**src/hw/rtl/upd_pkg.sv**
```systemverilog
// Package for the URL percent decoder: types, character constants and hex digit decode.
`timescale 1ns / 1ps

package upd_pkg;

    localparam logic [7:0] CH_PLUS    = 8'h2B;
    localparam logic [7:0] CH_SPACE   = 8'h20;
    localparam logic [7:0] CH_PERCENT = 8'h25;

    typedef enum logic [1:0] {
        ESC_IDLE = 2'd0,
        ESC_HI   = 2'd1,
        ESC_LO   = 2'd2
    } esc_phase_t;

    typedef struct packed {
        logic       ok;
        logic [3:0] val;
    } hex_digit_t;

    typedef struct packed {
        logic       has_byte;
        logic [7:0] out_byte;
        logic       end_of_string;
    } upd_result_t;

    function automatic hex_digit_t hex_decode(input logic [7:0] c);
        hex_digit_t d;
        d.ok  = 1'b0;
        d.val = 4'd0;
        if (c >= 8'h30 && c <= 8'h39)
        begin
            d.ok  = 1'b1;
            d.val = c[3:0];
        end
        else if ((c >= 8'h41 && c <= 8'h46) || (c >= 8'h61 && c <= 8'h66))
        begin
            d.ok  = 1'b1;
            d.val = c[3:0] + 4'd9;
        end
        return d;
    endfunction

endpackage

```
**src/hw/rtl/url_percent_decoder.sv**
```systemverilog
// Top level of the URL percent decoder: escape tracking, result register and skid stage.
`timescale 1ns / 1ps
//
// Usage:
//   Input channel in_valid/in_stall carries one string byte per beat (in_byte)
//   and a flag on the final byte (last). Output channel out_valid/out_stall
//   carries exactly one result beat per input beat: has_byte, out_byte and
//   end_of_string. '+' and control bytes become a space, "%hh" escapes decode
//   to one byte when both digits are hex and the value is 0x20 or more; the
//   percent and first digit beats produce has_byte = 0 results.
//   An accepted input beat is registered in the result register, or in the skid
//   register when the output stalls. Throughput is one beat per cycle unless the
//   receiver stalls; the decode is a single level of logic into the result register.
//   When the receiver stalls, one more beat is captured in a skid register,
//   then in_stall rises until the output drains.
//   Reset clears the escape state and empties both output registers.
//   Escape state clears after every beat with last set.
//
module url_percent_decoder
(
    input  logic       clk,
    input  logic       rst_n,
    input  logic       in_valid,
    output logic       in_stall,
    input  logic [7:0] in_byte,
    input  logic       last,
    output logic       out_valid,
    input  logic       out_stall,
    output logic       has_byte,
    output logic [7:0] out_byte,
    output logic       end_of_string
);
    import upd_pkg::*;

    esc_phase_t  phase_reg, phase_next;
    logic [3:0]  hi_nib_reg, hi_nib_next;
    logic        hi_ok_reg, hi_ok_next;

    upd_result_t res_next;
    upd_result_t out_reg;
    upd_result_t skid_reg;
    logic        out_valid_reg;
    logic        skid_valid_reg;

    hex_digit_t  dig;
    logic [7:0]  esc_val;
    logic        in_accept;
    logic        out_take;

    assign in_stall  = skid_valid_reg;
    assign in_accept = in_valid && !skid_valid_reg;
    assign out_take  = out_valid_reg && !out_stall;

    assign dig     = hex_decode(in_byte);
    assign esc_val = {hi_nib_reg, dig.val};

    // next state
    always_comb
    begin
        phase_next  = phase_reg;
        hi_nib_next = hi_nib_reg;
        hi_ok_next  = hi_ok_reg;
        if (in_accept)
        begin
            unique case (phase_reg)
                ESC_HI:
                begin
                    phase_next  = ESC_LO;
                    hi_nib_next = dig.val;
                    hi_ok_next  = dig.ok;
                end
                ESC_LO:
                begin
                    phase_next  = ESC_IDLE;
                    hi_nib_next = 4'd0;
                    hi_ok_next  = 1'b0;
                end
                default:
                begin
                    phase_next = (in_byte == CH_PERCENT) ? ESC_HI : ESC_IDLE;
                    if (in_byte == CH_PERCENT)
                    begin
                        hi_nib_next = 4'd0;
                        hi_ok_next  = 1'b0;
                    end
                end
            endcase
            if (last)
            begin
                phase_next  = ESC_IDLE;
                hi_nib_next = 4'd0;
                hi_ok_next  = 1'b0;
            end
        end
    end

    // result of the current input beat
    always_comb
    begin
        res_next.has_byte      = 1'b0;
        res_next.out_byte      = 8'd0;
        res_next.end_of_string = last;
        unique case (phase_reg)
            ESC_HI:
            begin
                res_next.has_byte = 1'b0;
            end
            ESC_LO:
            begin
                if (dig.ok && hi_ok_reg && esc_val >= CH_SPACE)
                begin
                    res_next.has_byte = 1'b1;
                    res_next.out_byte = esc_val;
                end
            end
            default:
            begin
                if (in_byte == CH_PLUS || in_byte < CH_SPACE)
                begin
                    res_next.has_byte = 1'b1;
                    res_next.out_byte = CH_SPACE;
                end
                else if (in_byte != CH_PERCENT)
                begin
                    res_next.has_byte = 1'b1;
                    res_next.out_byte = in_byte;
                end
            end
        endcase
    end

    always_ff @(posedge clk or negedge rst_n)
    begin
        if (!rst_n)
        begin
            phase_reg  <= ESC_IDLE;
            hi_nib_reg <= 4'd0;
            hi_ok_reg  <= 1'b0;
        end
        else
        begin
            phase_reg  <= phase_next;
            hi_nib_reg <= hi_nib_next;
            hi_ok_reg  <= hi_ok_next;
        end
    end

    always_ff @(posedge clk or negedge rst_n)
    begin
        if (!rst_n)
        begin
            out_valid_reg  <= 1'b0;
            skid_valid_reg <= 1'b0;
        end
        else if (!out_valid_reg || out_take)
        begin
            if (skid_valid_reg)
            begin
                out_valid_reg  <= 1'b1;
                skid_valid_reg <= 1'b0;
            end
            else
            begin
                out_valid_reg <= in_accept;
            end
        end
        else if (in_accept)
        begin
            skid_valid_reg <= 1'b1;
        end
    end

    always_ff @(posedge clk)
    begin
        if (!out_valid_reg || out_take)
        begin
            if (skid_valid_reg)
                out_reg <= skid_reg;
            else if (in_accept)
                out_reg <= res_next;
        end
        else if (in_accept)
        begin
            skid_reg <= res_next;
        end
    end

    assign out_valid     = out_valid_reg;
    assign has_byte      = out_reg.has_byte;
    assign out_byte      = out_reg.out_byte;
    assign end_of_string = out_reg.end_of_string;

    a_skid_needs_out: assert property (@(posedge clk) disable iff (!rst_n)
        skid_valid_reg |-> out_valid_reg)
        else $error("skid beat held while output register empty");

    a_empty_is_zero: assert property (@(posedge clk) disable iff (!rst_n)
        (out_valid_reg && !out_reg.has_byte) |-> (out_reg.out_byte == 8'd0))
        else $error("empty result carries a nonzero byte");

    a_no_ctrl_out: assert property (@(posedge clk) disable iff (!rst_n)
        (out_valid_reg && out_reg.has_byte) |-> (out_reg.out_byte >= CH_SPACE))
        else $error("control byte emitted");

    a_last_clears: assert property (@(posedge clk) disable iff (!rst_n)
        (in_accept && last) |=> (phase_reg == ESC_IDLE && !hi_ok_reg))
        else $error("escape state survived end of string");

endmodule

```
**config.mk**
```make
export PLATFORM = sky130hd
export DESIGN_NAME = url_percent_decoder
export DESIGN_NICKNAME = d
export VERILOG_FILES = /design/src/hw/rtl/upd_pkg.sv /design/src/hw/rtl/url_percent_decoder.sv
export SDC_FILE = /design/constraint.sdc
export NUM_CORES = 1
export LEC_CHECK = 0
export BUFFER_PORTS_ARGS = -buffer_cell sky130_fd_sc_hd__buf_2
export CORE_ASPECT_RATIO = 2
export CORE_UTILIZATION = 45
export CTS_CLUSTER_DIAMETER = 40
export DETAILED_ROUTE_END_ITERATION = 8
export PLACE_DENSITY_LB_ADDON = 0.1
export SKIP_CTS_REPAIR_TIMING = 1
export SLEW_MARGIN = 25
export SYNTH_ARGS = -nofsm -noshare
export SYNTH_HDL_FRONTEND = slang
export SYNTH_SLANG_ARGS = --single-unit
export TNS_END_PERCENT = 10
```
**constraint.sdc**
```tcl
create_clock -name clk -period 2.9 [get_ports clk]
set_input_delay 0.58 -clock clk [delete_from_list [all_inputs] [get_ports clk]]
set_output_delay 0.58 -clock clk [all_outputs]
set_load 0.01 [all_outputs]
```
==> results.sh, run 1 <==
export IMPL_period_share_pct=72.4
export IMPL_initial_core_util_pct=46.6
export IMPL_drive_gt1_share_pct=24.7
export IMPL_grt_max_degree=22
export IMPL_ir_drop_uv=395
export IMPL_routed_via_count=1219
export IMPL_arrival_ps=2120
export IMPL_hpwl_um=2530
export IMPL_wl_per_cell_um=15.6
export IMPL_synth_cell_types=43
export IMPL_critPathRequiredTime_ps=2920
export IMPL_htree_levels=2
export IMPL_root_buffer="clkbuf_8"
export IMPL_wl_met1_um=1240
export IMPL_worstSetupPathType="primary input to flip-flop"
export IMPL_worstSetupEndpointType="flip-flop"
export IMPL_clkSlewWorstSetupHoldPaths_ps=60
export IMPL_viasPerCell=5.92
export IMPL_hold_viol=0
export IMPL_fillers=319
export IMPL_synth_seq_cells=29
export IMPL_antenna_cells=0
export IMPL_reg2regPathDepth=6
export IMPL_skew_ps=8.30
export IMPL_dieArea_sq_um=3750
export IMPL_dr_pass1_iters=7
export IMPL_wl_um=3210
export IMPL_cts_tree="built"
export IMPL_die_w_um=43.8
export IMPL_clkSinkCount=29
export IMPL_largest_reg_flops=10
export IMPL_multi_input_area_sq_um=679
export IMPL_start_kind="primary input"
export IMPL_min_path_type="primary input to asynchronous set/reset pin"
export IMPL_drv_slew=0
export IMPL_maxCapViolCount=0
export IMPL_clk_insertion_delay_late_ps=280
export IMPL_seqCellArea_sq_um=826
export IMPL_slowest_delay_ps=450
export IMPL_antenna_found_initial=0
export IMPL_syn_avg_cell_area_sq_um=11.1
export IMPL_top_layer="met4"
export IMPL_clk_path_buf_depth=2
export IMPL_dr_wl_met2_um=1660
export IMPL_final_common_cell="buf_2"
export IMPL_grtUsageTotal_pct=19.2
export IMPL_synthCells=142
export IMPL_fin_nets=191
export IMPL_cpMaxStageDelayCell="mux2i_1"
export IMPL_final_cell_mix="buf_2, edfxtp_1, nand2_1"
export IMPL_dr_wl_met3_um=149
export IMPL_path_cells="buf_2, inv_1, ha_1, o21bai_1, a21oi_1, mux2i_1, o21ai_1"
export IMPL_power_density_nw_per_um2=503
export IMPL_dp_cells=198
export IMPL_synthArstFlopShare_pct=31.0
export IMPL_grt_pass1_vias=1152
export IMPL_max_freq_ghz=0.476
export IMPL_drtAntennaViolNets=0
export IMPL_rsz0062_at_grt="no"
export IMPL_drtIter0Drc=44
export IMPL_grt_ovfl_total=0
export IMPL_path_buf_inv=2
export IMPL_tns_ps=0
export IMPL_synth_edf_count=20
export IMPL_gp_congestion=0.884
export IMPL_stdcell_count=206
export IMPL_io_pin_count=25
export IMPL_drc=4
export IMPL_cp_depth=7
export IMPL_synth_main_ff_cell="edfxtp_1"
export IMPL_syn_cell_area_sq_um=1570
export IMPL_leakage_nw=0.733
export IMPL_ys_seq_area_share_pct=52.5
export IMPL_max_slew_margin_rel_pct=55.9
export IMPL_die_h_um=85.6
export IMPL_grt_pass1_wl_um=5260
export IMPL_critPathTopFamily="compound AO/OA/AOI/OAI gates"
export IMPL_yosys_warnings=0
export IMPL_outcome="finished with violations"
export IMPL_fin_crit_ps=2100
export IMPL_coreArea_sq_um=3380
export IMPL_io_buffers=24
export IMPL_fp_row_count=30
export IMPL_critPathMaxFanout=6
export IMPL_worst_pin_slew_ps=652
export IMPL_syn_nets=160
export IMPL_syn2layout_area_growth_pct=15.7
export IMPL_violations="DRC"
export IMPL_setup_viol=0
export IMPL_cts_inserted_buffers=5
[worst reg2reg max path: stages, from the launching register on]
cell and delay [ps]:
dfrtp_1 380, inv_1 50, ha_1 350, nor3_1 370, o21ai_2 90, buf_4 210
o31ai_1 290
[cell families (layout without fill, tap and decap cells)]
group	Yosys count	in the layout	share of synthesized area [%]
buffers and inverters	14	46	4.30
xor gates and xnor gates	1	1	0.557
AOI/OAI and AO/OA	44	44	21.4
muxes	2	2	1.35
and+or+nand+nor	47	47	15.9
adders and majority gates	5	5	3.98
DFF	29	29	52.5
[metal layers]
metal	GRT usage, %	vias up
met2	31.3	45
li1	-	597
met4	13.4	0
met1	21.1	564
met5	0	-
met3	4.21	13
[synthesized netlist by cell type (2+ instances only)]
cell | n | area, sq um
ha_1 | 5 | 62.6
o211ai_1 | 2 | 15.0
buf_6 | 2 | 22.5
dfrtp_1 | 9 | 225
o21ai_0 | 3 | 15.0
nor2_1 | 10 | 37.5
nor3b_1 | 2 | 15.0
nor3_1 | 4 | 20.0
a41oi_1 | 3 | 26.3
o31ai_1 | 5 | 37.5
o21bai_1 | 2 | 15.0
and2_1 | 3 | 18.8
nand2_1 | 14 | 52.6
o2bb2ai_1 | 4 | 35.0
clkbuf_1 | 2 | 7.51
inv_1 | 10 | 37.5
nand3_1 | 6 | 30.0
a21o_1 | 3 | 22.5
edfxtp_1 | 20 | 601
o21ai_1 | 6 | 30.0
a21oi_1 | 4 | 20.0
and3b_1 | 2 | 17.5
[where the power goes]
group	switching [mW]	internal [mW]	leakage (nW)	total (mW)
combinational	0.0765	0.0476	0.381	0.124
sequential	0.00489	0.470	0.306	0.475
clock	0.150	0.165	0.0455	0.315
total	0.231	0.683	0.733	0.914
[final cells by class]
class / instances / area share, %
inverter: 10 / 2.06
tap: 32 / 2.20
clock buffer: 5 / 3.78
sequential: 29 / 45.4
clock inverter: 3 / 0.963
timing repair buffer: 28 / 8.25
multi-input combinational: 99 / 37.3
[through the flow]
step           total power, mW  area (sq um)  setup WS [ps]  utilization [%]  hold WS (ps)
6_report                 0.914          1820            800             53.9           136
5_1_grt                  0.953          1820            645             53.9           142
4_1_cts                  0.926          1820            813             53.9           134
3_5_place_dp             0.608          1730            516             51.3           441
3_3_place_gp             0.606          1730            521             51.3           437
2_1_floorplan            0.559          1570            848                -           284
[path summary, 6_finish.rpt]
check / startpoint / endpoint / slack, ps
setup reg to reg: phase_reg[0] / out_byte[3] / 960
min in group clk: hi_ok_reg / hi_ok_reg / 490
setup / recovery: in_byte[0] / skid_reg[2] / 800
hold reg to reg: hi_ok_reg / hi_ok_reg / 490
max in group asynchronous: rst_n / phase_reg[1] / 2590
hold / removal: rst_n / phase_reg[0] / 140
Note: power is estimated with default switching activity, not from simulation.
==> inputs of run 2 (changes only) <==
--- a/config.mk
+++ b/config.mk
@@ -5,6 +5,7 @@
 export SDC_FILE = /design/constraint.sdc
 export NUM_CORES = 1
 export LEC_CHECK = 0
+export ABC_AREA = 1
 export BUFFER_PORTS_ARGS = -buffer_cell sky130_fd_sc_hd__buf_2
 export CORE_ASPECT_RATIO = 2
 export CORE_UTILIZATION = 45
==> constraint.sdc (replaced) <==
create_clock -name clk -period 1.7 [get_ports clk]
set_input_delay 0.34 -clock clk [delete_from_list [all_inputs] [get_ports clk]]
set_output_delay 0.34 -clock clk [all_outputs]
set_load 0.01 [all_outputs]
==> run 2 against run 1 <==
The flow now finishes without violations; critical path depth is 2 higher; critical path type is now flip-flop to flip-flop; critical endpoint is now out_byte[2]; clock skew shrank 3.7 ps; synthesized cell count increased by 18%; clock power grew 60%; clock-buffer cell count unchanged.
==> results.sh, run 2 <==
export IMPL_ir_drop_uv=631
export IMPL_skew_ps=4.58
export IMPL_cts_tree="built"
export IMPL_synth_edf_count=20
export IMPL_dr_pass1_iters=4
export IMPL_tns_ps=0
export IMPL_syn2layout_area_growth_pct=21.1
export IMPL_fin_crit_ps=1560
export IMPL_grtUsageTotal_pct=18.8
export IMPL_drc=0
export IMPL_initial_core_util_pct=47.8
export IMPL_combinationalPowerShare_pct=14.2
export IMPL_wl_met1_um=1150
export IMPL_cts_inserted_buffers=5
export IMPL_synth_main_ff_cell="edfxtp_1"
export IMPL_p_seq_share_pct=53.0
export IMPL_dp_cells=229
export IMPL_hold_viol=0
export IMPL_drv_slew=0
export IMPL_grt_max_degree=13
export IMPL_clkPwrFrac_pct=32.8
export IMPL_power_density_nw_per_um2=831
export IMPL_antenna_found_initial=0
export IMPL_clkSlewWorstSetupHoldPaths_ps=60
export IMPL_yosysTopAreaCellShare_pct=39.4
export IMPL_routed_via_count=1268
export IMPL_die_h_um=84.3
export IMPL_drtAntennaViolNets=0
export IMPL_setup_viol=0
export IMPL_worstSetupPathType="flip-flop to flip-flop"
export IMPL_max_freq_ghz=0.642
export IMPL_start_kind="flip-flop"
export IMPL_clkSinkCount=29
export IMPL_viasPerCell=5.31
export IMPL_critPathMaxFanout=4
export IMPL_grt_ovfl_total=0
export IMPL_maxCapViolCount=0
export IMPL_gp_congestion=0.855
export IMPL_clk_path_buf_depth=2
export IMPL_p_int_mw=1.16
export IMPL_min_path_type="primary input to flip-flop"
export IMPL_synthCells=168
export IMPL_stdcell_count=239
export IMPL_hpwl_um=2400
export IMPL_wl_um=3010
export IMPL_grt_pass1_vias=1243
export IMPL_max_slew_margin_rel_pct=83.6
export IMPL_yosys_warnings=0
export IMPL_holdWs_ps=257
export IMPL_switching_power_mw=0.374
export IMPL_grt_pass1_wl_um=5110
export IMPL_drtIter0Drc=35
export IMPL_final_cell_mix="nand2_1, buf_2, edfxtp_1"
export IMPL_leakage_nw=0.922
export IMPL_synth_cell_types=28
export IMPL_syn_cell_area_sq_um=1530
export IMPL_yosys_top_cells_count="nand2_1, edfxtp_1, inv_1, nand3_1, dfrtp_1"
export IMPL_dr_wl_met2_um=1630
export IMPL_synth_seq_cells=29
export IMPL_fp_row_count=29
export IMPL_io_buffers=24
export IMPL_root_buffer="clkbuf_8"
export IMPL_die_w_um=43.2
export IMPL_drive_gt1_share_pct=29.3
export IMPL_syn_avg_cell_area_sq_um=9.08
export IMPL_power_mw=1.53
export IMPL_htree_levels=2
export IMPL_yosys_area_top_type="edfxtp_1"
export IMPL_largest_reg_flops=10
export IMPL_synth_area_top_cells="edfxtp_1, nand2_1, dfrtp_1, nand3_1, ha_1"
export IMPL_rsz0062_at_grt="no"
export IMPL_dr_wl_met3_um=102
export IMPL_yosysMostFrequentCell="nand2_1"
export IMPL_synthArstFlopShare_pct=31.0
export IMPL_outcome="completed"
export IMPL_io_pin_count=25
export IMPL_antenna_cells=0
export IMPL_worstSetupEndpointType="flip-flop"
export IMPL_syn_nets=186
export IMPL_top_layer="met4"
export IMPL_fin_nets=225
export IMPL_critPathRequiredTime_ps=1840
export IMPL_ys_seq_area_share_pct=54.1
export IMPL_final_common_cell="nand2_1"
export IMPL_worst_pin_slew_ps=245
export IMPL_coreArea_sq_um=3190
export IMPL_switching_share_pct=24.4
export IMPL_clk_insertion_delay_late_ps=270
export IMPL_dieArea_sq_um=3640
export IMPL_arrival_ps=1700
export IMPL_period_share_pct=91.6
export IMPL_wl_per_cell_um=12.6
==> run 2: cell count changes after synthesis, moves of 4 or more <==
cell       before  now
inv_2           0    5
o2bb2ai_1       4    0
inv_1          10   16
nor3_1          4    0
o31ai_1         5    0
nand3_1         6   13
nand2_1        14   62
==> run 2: worst paths after layout <==
path | startpoint | to | slack (ps) | cells after the start
max in group asynchronous | rst_n | phase_reg[0] | 1080 | 2
worst min register to register | hi_ok_reg | hi_ok_reg | 480 | 2
worst max-delay path | phase_reg[0] | out_byte[2] | 140 | 9
min in group asynchronous | rst_n | in_stall | 440 | 2
worst min-delay path | last | skid_reg[0] | 260 | 1
worst max register to register | phase_reg[0] | out_byte[2] | 140 | 9
==> run 2: cell families (layout without fill, tap and decap cells) <==
family	after synthesis	count (layout)	synth area share (%)
simple gates	94	94	28.1
flops	29	29	54.1
buf+inv	23	63	5.74
compound gates	17	17	7.88
fa+ha+maj	5	5	4.10
==> run 2: final cells by class <==
type	count	area, sq um
clock inverters	3	12.5
flip-flops and latches	29	826
clock buffers	5	68.8
inverters	21	78.8
fillers	289	1350
repair buffers	34	198
multi-input cells	116	624
well taps	31	38.8
==> run 2: per-stage QoR <==
step | instance area, sq um | utilization (%) | setup WS, ps
final | 1850 | 57.8 | 142
after global routing | 1850 | 57.8 | 32.0
after CTS | 1820 | 56.9 | 103
after detailed placement | 1740 | 54.3 | -39.0
after global placement | 1740 | 54.3 | 22.3
after floorplan | 1530 | - | 179
==> run 2: worst max-delay path, stage by stage, from the launching register on <==
cell and delay [ps]:
dfrtp_1 390, inv_2 80, ha_4 200, inv_2 50, nand4_1 150, a21oi_2 240
nand3_1 110, nand2_1 100, nand2_1 60, nand2_1 60
==> run 2: per-layer routing <==
layer | up-vias | track usage (%)
li1 | 628 | -
met1 | 592 | 18.1
met2 | 38 | 32.2
met3 | 10 | 4.52
met4 | 0 | 14.6
met5 | - | 0
==> run 2: power groups by stage <==
stage	registers, mW	logic [mW]	clock network, mW
after floorplan	0.844	0.109	0
after global placement	0.827	0.211	0
after detailed placement	0.828	0.216	0
after CTS	0.814	0.216	0.522
after global routing	0.816	0.243	0.550
final	0.813	0.217	0.503
